===== src/smd_pkg.sv =====
`timescale 1ns / 1ps
// ----------------------------------------------------------------------------
// smd_pkg
// Types and constants shared by the SHA-1 digest front end and core.
// ----------------------------------------------------------------------------
package smd_pkg;

    localparam int QDEPTH = 4;
    localparam int QAW    = $clog2(QDEPTH);

    typedef struct packed {
        logic [7:0] data;
        logic       has;
        logic       last;
    } t_item;

    typedef enum logic [2:0] {
        ST_FILL,
        ST_PAD,
        ST_ROUND,
        ST_ADD,
        ST_LEN,
        ST_OUT
    } t_state;

    typedef enum logic [1:0] {
        BK_DATA,
        BK_EXTRA,
        BK_FINAL
    } t_blk;

    typedef logic [0:4][31:0] t_chain;

    localparam t_chain H_INIT = {32'h67452301, 32'hEFCDAB89, 32'h98BADCFE,
                                 32'h10325476, 32'hC3D2E1F0};

    localparam logic [31:0] K_R0 = 32'h5A827999;
    localparam logic [31:0] K_R1 = 32'h6ED9EBA1;
    localparam logic [31:0] K_R2 = 32'h8F1BBCDC;
    localparam logic [31:0] K_R3 = 32'hCA62C1D6;

    localparam logic [7:0] PAD_BYTE   = 8'h80;
    localparam logic [5:0] FILL_LAST  = 6'd63;
    localparam logic [5:0] LEN_POS    = 6'd56;
    localparam logic [6:0] ROUND_LAST = 7'd79;
    localparam logic [6:0] ROUND_20   = 7'd20;
    localparam logic [6:0] ROUND_40   = 7'd40;
    localparam logic [6:0] ROUND_60   = 7'd60;
    localparam logic [2:0] WORD_LAST  = 3'd4;

endpackage


===== src/smd_front.sv =====
`timescale 1ns / 1ps
// ----------------------------------------------------------------------------
// smd_front
// Input side: takes byte items, drops bare non-final markers and queues
// the rest for the compression core.
// ----------------------------------------------------------------------------
module smd_front import smd_pkg::*; (
    input  logic       i_clk,
    input  logic       i_rst_n,
    input  logic       i_valid,
    output logic       o_ready,
    input  logic [7:0] i_data_byte,
    input  logic       i_has_byte,
    input  logic       i_last_item,
    output logic       o_item_valid,
    output t_item      o_item,
    input  logic       i_item_pop
);

    t_item          r_q [QDEPTH];
    logic [QAW-1:0] r_wr_ptr;
    logic [QAW-1:0] r_rd_ptr;
    logic [QAW:0]   r_count;
    logic           push;
    logic           pop;

    assign o_ready      = (r_count != QAW'(0) + (QAW+1)'(QDEPTH));
    assign push         = i_valid && o_ready && (i_has_byte || i_last_item);
    assign o_item_valid = (r_count != '0);
    assign pop          = i_item_pop && o_item_valid;
    assign o_item       = r_q[r_rd_ptr];

    always_ff @(posedge i_clk) begin
        if (!i_rst_n) begin
            r_wr_ptr <= '0;
            r_rd_ptr <= '0;
            r_count  <= '0;
        end else begin
            if (push) begin
                r_wr_ptr <= r_wr_ptr + QAW'(1);
            end
            if (pop) begin
                r_rd_ptr <= r_rd_ptr + QAW'(1);
            end
            if (push && !pop) begin
                r_count <= r_count + (QAW+1)'(1);
            end else if (pop && !push) begin
                r_count <= r_count - (QAW+1)'(1);
            end
        end
    end

    always_ff @(posedge i_clk) begin
        if (push) begin
            r_q[r_wr_ptr] <= '{data: i_data_byte, has: i_has_byte, last: i_last_item};
        end
    end

endmodule


===== src/smd_core.sv =====
`timescale 1ns / 1ps
// ----------------------------------------------------------------------------
// smd_core
// Block assembly, padding, 80-round compression and digest output register.
// ----------------------------------------------------------------------------
module smd_core import smd_pkg::*; (
    input  logic        i_clk,
    input  logic        i_rst_n,
    input  logic        i_item_valid,
    input  t_item       i_item,
    output logic        o_item_pop,
    output logic        o_valid,
    input  logic        i_ready,
    output logic [31:0] o_digest_word,
    output logic [2:0]  o_word_index,
    output logic        o_last_word
);

    t_state             r_state;
    t_state             n_state;
    t_blk               r_kind;
    logic               r_fin;
    logic [5:0]         r_fill;
    logic [63:0]        r_bits;
    logic [6:0]         r_round;
    logic [2:0]         r_ocnt;
    t_chain             r_chain;
    logic [31:0]        r_win [16];
    logic [31:0]        r_wk  [5];
    logic               r_ovalid;
    logic [31:0]        r_oword;
    logic [2:0]         r_oidx;
    logic               r_olast;

    logic               take_byte;
    logic               block_full;
    logic               out_load;
    logic [31:0]        pad_win [16];
    logic [31:0]        len_win [16];
    logic [31:0]        f_val;
    logic [31:0]        k_val;
    logic [31:0]        t_val;
    logic [31:0]        w_next;

    // next state
    always_comb begin
        n_state = r_state;
        case (r_state)
            ST_FILL: begin
                if (i_item_valid) begin
                    if (i_item.has && r_fill == FILL_LAST) begin
                        n_state = ST_ROUND;
                    end else if (i_item.last) begin
                        n_state = ST_PAD;
                    end
                end
            end
            ST_PAD:   n_state = ST_ROUND;
            ST_LEN:   n_state = ST_ROUND;
            ST_ROUND: begin
                if (r_round == ROUND_LAST) begin
                    n_state = ST_ADD;
                end
            end
            ST_ADD: begin
                case (r_kind)
                    BK_DATA:  n_state = r_fin ? ST_PAD : ST_FILL;
                    BK_EXTRA: n_state = ST_LEN;
                    BK_FINAL: n_state = ST_OUT;
                    default:  n_state = ST_FILL;
                endcase
            end
            ST_OUT: begin
                if (out_load && r_ocnt == WORD_LAST) begin
                    n_state = ST_FILL;
                end
            end
            default: n_state = ST_FILL;
        endcase
    end

    // control outputs
    always_comb begin
        o_item_pop = (r_state == ST_FILL) && i_item_valid;
        take_byte  = o_item_pop && i_item.has;
        block_full = take_byte && (r_fill == FILL_LAST);
        out_load   = (r_state == ST_OUT) && (!r_ovalid || i_ready);
    end

    // padding of the current block, length in place when it fits
    always_comb begin
        for (int j = 0; j < 16; j++) begin
            for (int b = 0; b < 4; b++) begin
                if (6'(4 * j + b) < r_fill) begin
                    pad_win[j][31 - 8 * b -: 8] = r_win[j][31 - 8 * b -: 8];
                end else if (6'(4 * j + b) == r_fill) begin
                    pad_win[j][31 - 8 * b -: 8] = PAD_BYTE;
                end else begin
                    pad_win[j][31 - 8 * b -: 8] = 8'h00;
                end
            end
            len_win[j] = '0;
        end
        if (r_fill < LEN_POS) begin
            pad_win[14] = r_bits[63:32];
            pad_win[15] = r_bits[31:0];
        end
        len_win[14] = r_bits[63:32];
        len_win[15] = r_bits[31:0];
    end

    // one compression round
    always_comb begin
        if (r_round < ROUND_20) begin
            f_val = (r_wk[1] & r_wk[2]) | (~r_wk[1] & r_wk[3]);
            k_val = K_R0;
        end else if (r_round < ROUND_40) begin
            f_val = r_wk[1] ^ r_wk[2] ^ r_wk[3];
            k_val = K_R1;
        end else if (r_round < ROUND_60) begin
            f_val = (r_wk[1] & r_wk[2]) | (r_wk[1] & r_wk[3]) | (r_wk[2] & r_wk[3]);
            k_val = K_R2;
        end else begin
            f_val = r_wk[1] ^ r_wk[2] ^ r_wk[3];
            k_val = K_R3;
        end
        t_val  = {r_wk[0][26:0], r_wk[0][31:27]} + f_val + r_wk[4] + k_val + r_win[0];
        w_next = r_win[13] ^ r_win[8] ^ r_win[2] ^ r_win[0];
        w_next = {w_next[30:0], w_next[31]};
    end

    always_ff @(posedge i_clk) begin
        if (!i_rst_n) begin
            r_state  <= ST_FILL;
            r_kind   <= BK_DATA;
            r_fin    <= 1'b0;
            r_fill   <= '0;
            r_bits   <= '0;
            r_round  <= '0;
            r_ocnt   <= '0;
            r_chain  <= H_INIT;
            r_ovalid <= 1'b0;
        end else begin
            r_state <= n_state;
            if (take_byte) begin
                r_fill <= r_fill + 6'd1;
                r_bits <= r_bits + 64'd8;
            end
            if (block_full) begin
                r_kind <= BK_DATA;
                r_fin  <= i_item.last;
            end
            if (r_state == ST_PAD) begin
                r_kind <= (r_fill < LEN_POS) ? BK_FINAL : BK_EXTRA;
                r_fin  <= 1'b0;
            end
            if (r_state == ST_LEN) begin
                r_kind <= BK_FINAL;
            end
            if (r_state == ST_ROUND) begin
                r_round <= (r_round == ROUND_LAST) ? '0 : r_round + 7'd1;
            end
            if (r_state == ST_ADD) begin
                for (int i = 0; i < 5; i++) begin
                    r_chain[i] <= r_chain[i] + r_wk[i];
                end
            end
            if (out_load) begin
                r_ovalid <= 1'b1;
                if (r_ocnt == WORD_LAST) begin
                    r_ocnt  <= '0;
                    r_chain <= H_INIT;
                    r_fill  <= '0;
                    r_bits  <= '0;
                end else begin
                    r_ocnt <= r_ocnt + 3'd1;
                end
            end else if (i_ready) begin
                r_ovalid <= 1'b0;
            end
        end
    end

    always_ff @(posedge i_clk) begin
        if (take_byte) begin
            r_win[r_fill[5:2]][{~r_fill[1:0], 3'b000} +: 8] <= i_item.data;
        end
        if (block_full || r_state == ST_PAD || r_state == ST_LEN) begin
            for (int i = 0; i < 5; i++) begin
                r_wk[i] <= r_chain[i];
            end
        end
        if (r_state == ST_PAD) begin
            r_win <= pad_win;
        end
        if (r_state == ST_LEN) begin
            r_win <= len_win;
        end
        if (r_state == ST_ROUND) begin
            for (int i = 0; i < 15; i++) begin
                r_win[i] <= r_win[i + 1];
            end
            r_win[15] <= w_next;
            r_wk[4]   <= r_wk[3];
            r_wk[3]   <= r_wk[2];
            r_wk[2]   <= {r_wk[1][1:0], r_wk[1][31:2]};
            r_wk[1]   <= r_wk[0];
            r_wk[0]   <= t_val;
        end
        if (out_load) begin
            r_oword <= r_chain[r_ocnt];
            r_oidx  <= r_ocnt;
            r_olast <= (r_ocnt == WORD_LAST);
        end
    end

    assign o_valid       = r_ovalid;
    assign o_digest_word = r_oword;
    assign o_word_index  = r_oidx;
    assign o_last_word   = r_olast;

endmodule


===== src/sha1_message_digest.sv =====
`timescale 1ns / 1ps
// ----------------------------------------------------------------------------
// sha1_message_digest
// SHA-1 over a byte stream, digest returned as five 32-bit words.
// ----------------------------------------------------------------------------
// Input channel: one message byte per transfer (i_data_byte, i_has_byte),
// i_last_item closes the message; i_has_byte low with i_last_item high ends
// a message without a byte, so an empty message hashes correctly.
// Output channel: five transfers per message, o_word_index 0..4, first
// digest word first, o_last_word on the fifth.
// Bytes enter a four-entry queue; the core packs one byte per cycle while
// filling a block and runs one SHA-1 round per cycle, adds the chaining
// values after the rounds, and takes no bytes while it compresses.
// After the last byte the core pads and compresses the block, plus a
// further length block when 56 or more bytes sit in the final block; the
// words leave through an output register, one per cycle when not stalled.
// A stalled receiver holds the current word; bytes keep queuing until the
// queue is full. Reset empties the queue, clears counters and restores the
// initial chaining values; after each digest counters and chaining return too.
// ----------------------------------------------------------------------------
module sha1_message_digest import smd_pkg::*; (
    input  logic        i_clk,
    input  logic        i_rst_n,
    input  logic        i_valid,
    output logic        o_ready,
    input  logic [7:0]  i_data_byte,
    input  logic        i_has_byte,
    input  logic        i_last_item,
    output logic        o_valid,
    input  logic        i_ready,
    output logic [31:0] o_digest_word,
    output logic [2:0]  o_word_index,
    output logic        o_last_word
);

    logic  item_valid;
    t_item item;
    logic  item_pop;

    smd_front u_front (
        .i_clk        (i_clk),
        .i_rst_n      (i_rst_n),
        .i_valid      (i_valid),
        .o_ready      (o_ready),
        .i_data_byte  (i_data_byte),
        .i_has_byte   (i_has_byte),
        .i_last_item  (i_last_item),
        .o_item_valid (item_valid),
        .o_item       (item),
        .i_item_pop   (item_pop)
    );

    smd_core u_core (
        .i_clk         (i_clk),
        .i_rst_n       (i_rst_n),
        .i_item_valid  (item_valid),
        .i_item        (item),
        .o_item_pop    (item_pop),
        .o_valid       (o_valid),
        .i_ready       (i_ready),
        .o_digest_word (o_digest_word),
        .o_word_index  (o_word_index),
        .o_last_word   (o_last_word)
    );

endmodule


===== config.mk =====
export PLATFORM = sky130hd
export DESIGN_NAME = sha1_message_digest
export DESIGN_NICKNAME = d
export VERILOG_FILES = /design/src/smd_pkg.sv /design/src/smd_front.sv /design/src/smd_core.sv /design/src/sha1_message_digest.sv
export SDC_FILE = /design/constraint.sdc
export NUM_CORES = 2
export LEC_CHECK = 0
export CAP_MARGIN = 40
export CORE_UTILIZATION = 60
export CTS_CLUSTER_DIAMETER = 50
export CTS_CLUSTER_SIZE = 24
export DETAILED_ROUTE_END_ITERATION = 6
export DONT_BUFFER_PORTS = 1
export GPL_ROUTABILITY_DRIVEN = 0
export PLACE_DENSITY_LB_ADDON = 0.3
export REMOVE_ABC_BUFFERS = 1
export SLEW_MARGIN = 30
export SYNTH_ARGS = -nofsm -noshare
export SYNTH_HDL_FRONTEND = slang
export SYNTH_SLANG_ARGS = --single-unit

===== constraint.sdc =====
create_clock -name i_clk -period 10.2 [get_ports i_clk]
set_input_delay 1.02 -clock i_clk [delete_from_list [all_inputs] [get_ports i_clk]]
set_output_delay 1.02 -clock i_clk [all_outputs]
set_load 0.03 [all_outputs]

# == After elaboration in Yosys (flattened, before gate mapping) ==
# Memory sizes are Yosys's and may differ from the RTL's. A register that Yosys moved wholly into a read port is not among the register bits.
# Cells that the tools add are included.
# W data, S select, Z words.
# word_totals
ff_bits,802
input_bits,14
wordCells,622
memories,2
mem_bits_rw,200
# memory_table
memory,depth,word_bits,read_ports,rd_clocked_by_memory_dff,wr,line_no,rtl
u_core.r_wk,5,32,5,0,5,smd_core.sv:29,logic [31:0] r_wk [5];
u_front.r_q,4,10,1,1,1,smd_front.sv:20,t_item r_q [QDEPTH];
# op_classes
bitwise_logic,22
n_eq_ne,142
shifts,2
n_reduce_logical,96
mux,185
n_lt_le_gt_ge,71
addsub,18
# op_table
cell,count
$mux W512,4
$mux W8,128
$bwmux W512,1
$mux W160,3
$mux W32,13
$add A32 B32 Y32,9
$mux W64,4
$ne A4 B4 Y1 const B,56
$eq A6 B6 Y1 const A,32
$lt A6 B6 Y1 const A,32
$xor A32 B32 Y32,5
$and A32 B32 Y32,4
$demux W32 S4,1
$reduce_and A2 Y1,64
$bmux W32 S3,1
$eq A5 B6 Y1 const A,16
$lt A5 B6 Y1 const A,16
$or A32 B32 Y32,3
$add A64 B4 Y64 const B,1
$eq A4 B6 Y1 const A,8
$lt A4 B6 Y1 const A,8
$ne A5 B5 Y1 const B,8
$not A32 Y32,1
$shift A8 B7 Y32 const A,1
54 further kinds,117

# == Depth between registers and ports, before layout ==
# An unclocked memory read counts as a cell.
# logic_depth
ltp_word,12
ltp_mapped,27
mapped_depth_nobuf,25

# == Cells and area by module ==
# Synthesis repeated with hierarchy kept, for this count alone.
# hier_totals
cells_unflattened,5856
area_unflattened_um2,56847.0
# by_module_without_submodules
module,n_inst,seq_area_each_um2,area_each_um2,cells_per_inst
smd_core,1,26145.1,54898.9,5755
smd_front,1,1381.3,1948.1,101

# == Least setup slack after synthesis ==
# Ideal clock, no wire load.
# synth_path
path_type,register -> register
from,reg u_core.r_round[4]
to,mem u_core.r_wk[0][27] (data pin)
stages_incl_launch_ff,28
required_ns,9.933
path_slack_ns,3.838
arrival_ns,6.095
synth_period_minus_slack_ns,6.362
setup_time_ns,0.267
cell_sequence,dfxtp_1 clkbuf_1 a41oi_1 inv_1 nor2_1 clkinv_1 nand2_1 buf_1 nor2_1 nor2_1 fa_1 inv_1 fa_1 fa_1 inv_1 ha_1 inv_1 fa_1 nor2b_1 o31ai_1 a2bb2oi_1 a41o_1 a31o_2 a2111o_1 a31o_2 a21oi_1 xor2_1 o21ai_0
# synth_lines
item,line_no,rtl
start: declaration,smd_core.sv:25,logic [6:0] r_round;
start signal: assignment,smd_core.sv:161,r_round <= (r_round == ROUND_LAST) ? '0 : r_round + 7'd1;
end: declaration,smd_core.sv:29,

==> results.tsv <==
stage	metric	value	unit
clock_network	cts_htree_levels	3	
worst_setup_path	endpoint	u_core.r_wk[0][31]	
synthesis	ys.flop_type	edfxtp_1	
routing	wirelength	164	mm
floorplanning	ioPinCount	52	
global_routing	grt_pass1_vias	43300	
status	status	complete, but fails checks	
synthesis	synth.yosys.warnings	0	
power_and_ir_drop	ir_drop	0.358	mV
synthesis	synth_top_area_cell	edfxtp_1	
final_layout	drive_gt1_share	6.40	%
clock_network	cts_resized	0	
worst_setup_path	rr_startpoint	u_core.r_round[4]	
routing	avgRoutedWirePerCell	23.5	um
synthesis	synth_area	0.0563	mm^2
synthesis	synth-seq-area-share	48.9	%
clock_network	cts_setup_buffers	0	
clock_network	cts-hold-fix-buffers	0	
timing	finalHoldViolCount	0	
timing	fin_skew	0.0284	ns
power_and_ir_drop	leakage	0.0226	uW
timing	rsz0062_at_grt	false	
synthesis	postSynthAreaPerCell	9.78	um^2
placed_design	place_ws	2.95	ns
min_path	hp-class	primary input to register	
timing	fin_crit	7.31	ns
timing	final_max_slew_viol_count	0	
worst_setup_path	rrSetupSlack	2.89	ns
final_layout	fin_util	66.7	%
clock_network	cts_buffers	105	
placed_design	place_hpwl	114	mm
floorplanning	num_rows	111	
floorplanning	dieArea	0.0950	mm^2
routing	viasPerCell	6.45	
worst_setup_path	cp-start-kind	register	
routing	dr.pass1.iters	7	
global_routing	overflow	0	
clock_network	clk_latency	0.71	ns
floorplanning	core_area	0.0922	mm^2
routing	via_count	45100	
power_and_ir_drop	power_density	393	mW/mm^2
timing	setup_viol	0	
clock_network	cts_tree	done	
synthesis	synthTopCellsByArea	edfxtp_1, dfxtp_1, nand2_1	
job	maxCapViolCount	0	
clock_network	root_buffer	clkbuf_16	
status	violations	DRC	
synthesis	ys_types	80	
worst_setup_path	required	10.61	ns
timing	worst_slack	2.89	ns
floorplanning	die_w	308	um
global_routing	grt_max_degree	179	
clock_network	clk_path_buf_depth	3	
worst_setup_path	crit_arrival	7.72	ns
timing	tns	0	ns
worst_setup_path	end_kind	register	
routing	postRouteAntennaNets	0	
routing	drc	45	
clock_network	cts.sinks	1001	
floorplanning	die_h	308	um
worst_setup_path	crit_fanout	35	
timing	tightest_slew	1.09	ns
global_routing	antenna_found_initial	0	
global_routing	grt_pass1_wl	252	mm
placed_design	io_buffer_count	0	
synthesis	synth_commonest_cells	nand2_1, edfxtp_1, o21ai_0	
worst_setup_path	r2r-end	u_core.r_wk[0][31]	
final_layout	n_antenna_cell	0	
timing	hold_ws	0.396	ns
synthesis	syn-instance-count	5749	
synthesis	synth_most_common_cell	nand2_1	
synthesis	synthArstFlopShare	0	%
clock_network	clk_pin_slew	0.08	ns
synthesis	synth_top_area_share	39.9	%
floorplanning	start_util	61.0	%
timing	clock.fmax	137	MHz
timing	period_share	71.7	%
global_routing	track_usage	34.6	%
worst_setup_path	path_class	register to register	
worst_setup_path	reg2regPathDepth	27	
synthesis	synth-edff-count	748	
timing	relSlewSlack	25.3	%
final_layout	final_nets	6031	
final_layout	area.growth.synth_to_final	9.41	%
routing	first_iter_violations	5632	
worst_setup_path	startpoint	u_core.r_round[4]	
synthesis	synth_seq_cells	1001	
## logic make-up (layout without fill, tap and decap cells)
logic type	count (synthesis)	count (layout)	synth area share, %
flops	1001	1001	48.9
xor+xnor	321	321	5.00
simple gates	1921	1921	14.5
mux	88	88	1.84
fa+ha+maj	360	360	9.68
compound gates	1542	1542	16.6
buf+inv	516	515	3.47
## through the flow
stage	cells	area, um^2	power (uW)
2_1_floorplan	5439	55100	16600
3_3_place_gp	6750	57300	19100
3_5_place_dp	6779	57700	19600
4_1_cts	6977	61400	23900
5_1_grt	6991	61500	25700
6_report	6991	61500	24200
## sequential cells by signal (all words and copies together) (netlist names), 3 cells and up, named ones only
register,count
u_front.r_q,40
u_core.r_round,7
u_core.r_win,512
u_core.r_ocnt,3
u_front.r_count,3
u_core.r_fill,6
u_core.r_state,3
u_core.o_digest_word,32
u_core.r_bits,61
u_core.r_wk,160
u_core.r_chain,160
u_core.o_word_index,3
## worst max-delay path, cell delays in order (launching register included)
cell,delay (ns)
dfxtp_1,0.39
a41oi_1,0.49
inv_1,0.31
nor2_1,0.27
clkinv_1,0.10
buf_4,0.26
nand2_1,0.10
buf_4,0.33
nor2_1,0.08
nor2_1,0.12
fa_1,0.44
inv_1,0.09
fa_1,0.46
fa_1,0.52
inv_1,0.04
ha_1,0.20
inv_1,0.07
fa_1,0.20
nor2b_1,0.07
o31ai_1,0.35
a2bb2oi_1,0.20
a41o_1,0.32
a31o_2,0.29
o31ai_1,0.39
o21ai_0,0.28
o31ai_1,0.35
xnor2_1,0.16
o21ai_0,0.09
## final cells by class
| type | instances | area (um^2) |
|---|---|---|
| clock inverters | 82 | 985 |
| fillers | 7030 | 30700 |
| well taps | 1243 | 1560 |
| multi-input cells | 4232 | 27000 |
| flip-flops and latches | 1001 | 27500 |
| repair buffers | 111 | 1010 |
| inverters | 206 | 773 |
| clock buffers | 116 | 2730 |
## layer usage
layer	GRT usage, %	share of wire, %	vias to the layer above	wire length, um
met5	0	0	-	0
met4	16.6	5.4	0	8870
met3	7.31	11	552	18100
met2	54.9	46	2570	74900
met1	45.2	38	21700	62600
li1	-	-	20300	-
## how the worst min path moves through the flow
stage                         from             endpoint  slack (ns)  cells past startpoint
6_report            i_data_byte[0]    u_front.r_q[2][2]        0.40                      0
5_1_grt             i_data_byte[4]    u_front.r_q[1][6]        0.37                      0
4_1_cts             i_data_byte[3]    u_front.r_q[1][5]        0.37                      0
3_5_place_dp   u_core.r_chain[117]  u_core.r_chain[117]        0.48                      2
3_3_place_gp    u_core.r_chain[19]   u_core.r_chain[19]        0.47                      2
2_1_floorplan    u_core.r_round[1]    u_core.r_round[1]        0.46                      2
## report_power, final
group          switching, uW  internal (uW)  total, uW
sequential              1110           6490       7600
combinational           7700           4780      12500
clock                   1860           2270       4130
## layout by cell type (no fill, tap or decap), types with 21 or more instances in the layout
master,Yosys,routed
a221oi_1,31,31
inv_1,204,204
a21o_1,91,91
or3_1,36,36
nand2b_1,27,27
mux2i_1,77,77
a32oi_1,21,21
o22ai_1,45,41
nand2_1,1199,1196
a211oi_1,39,39
a31oi_1,41,40
nor2b_1,56,56
and3_1,37,37
xnor2_1,222,222
nor2_1,322,319
a22o_1,50,50
o21a_1,24,24
xor2_1,99,99
nand4_1,25,25
edfxtp_1,748,748
inv_6,0,24
nand3_1,81,81
and2_1,44,42
dfxtp_1,253,250
fa_1,125,125
o32ai_1,28,28
o21bai_1,23,23
a21oi_1,344,337
o211ai_1,50,50
clkbuf_16,0,105
o21ai_0,630,626
buf_4,0,79
nor3_1,44,37
ha_1,235,235
Note: power is estimated with default switching activity, not from simulation.
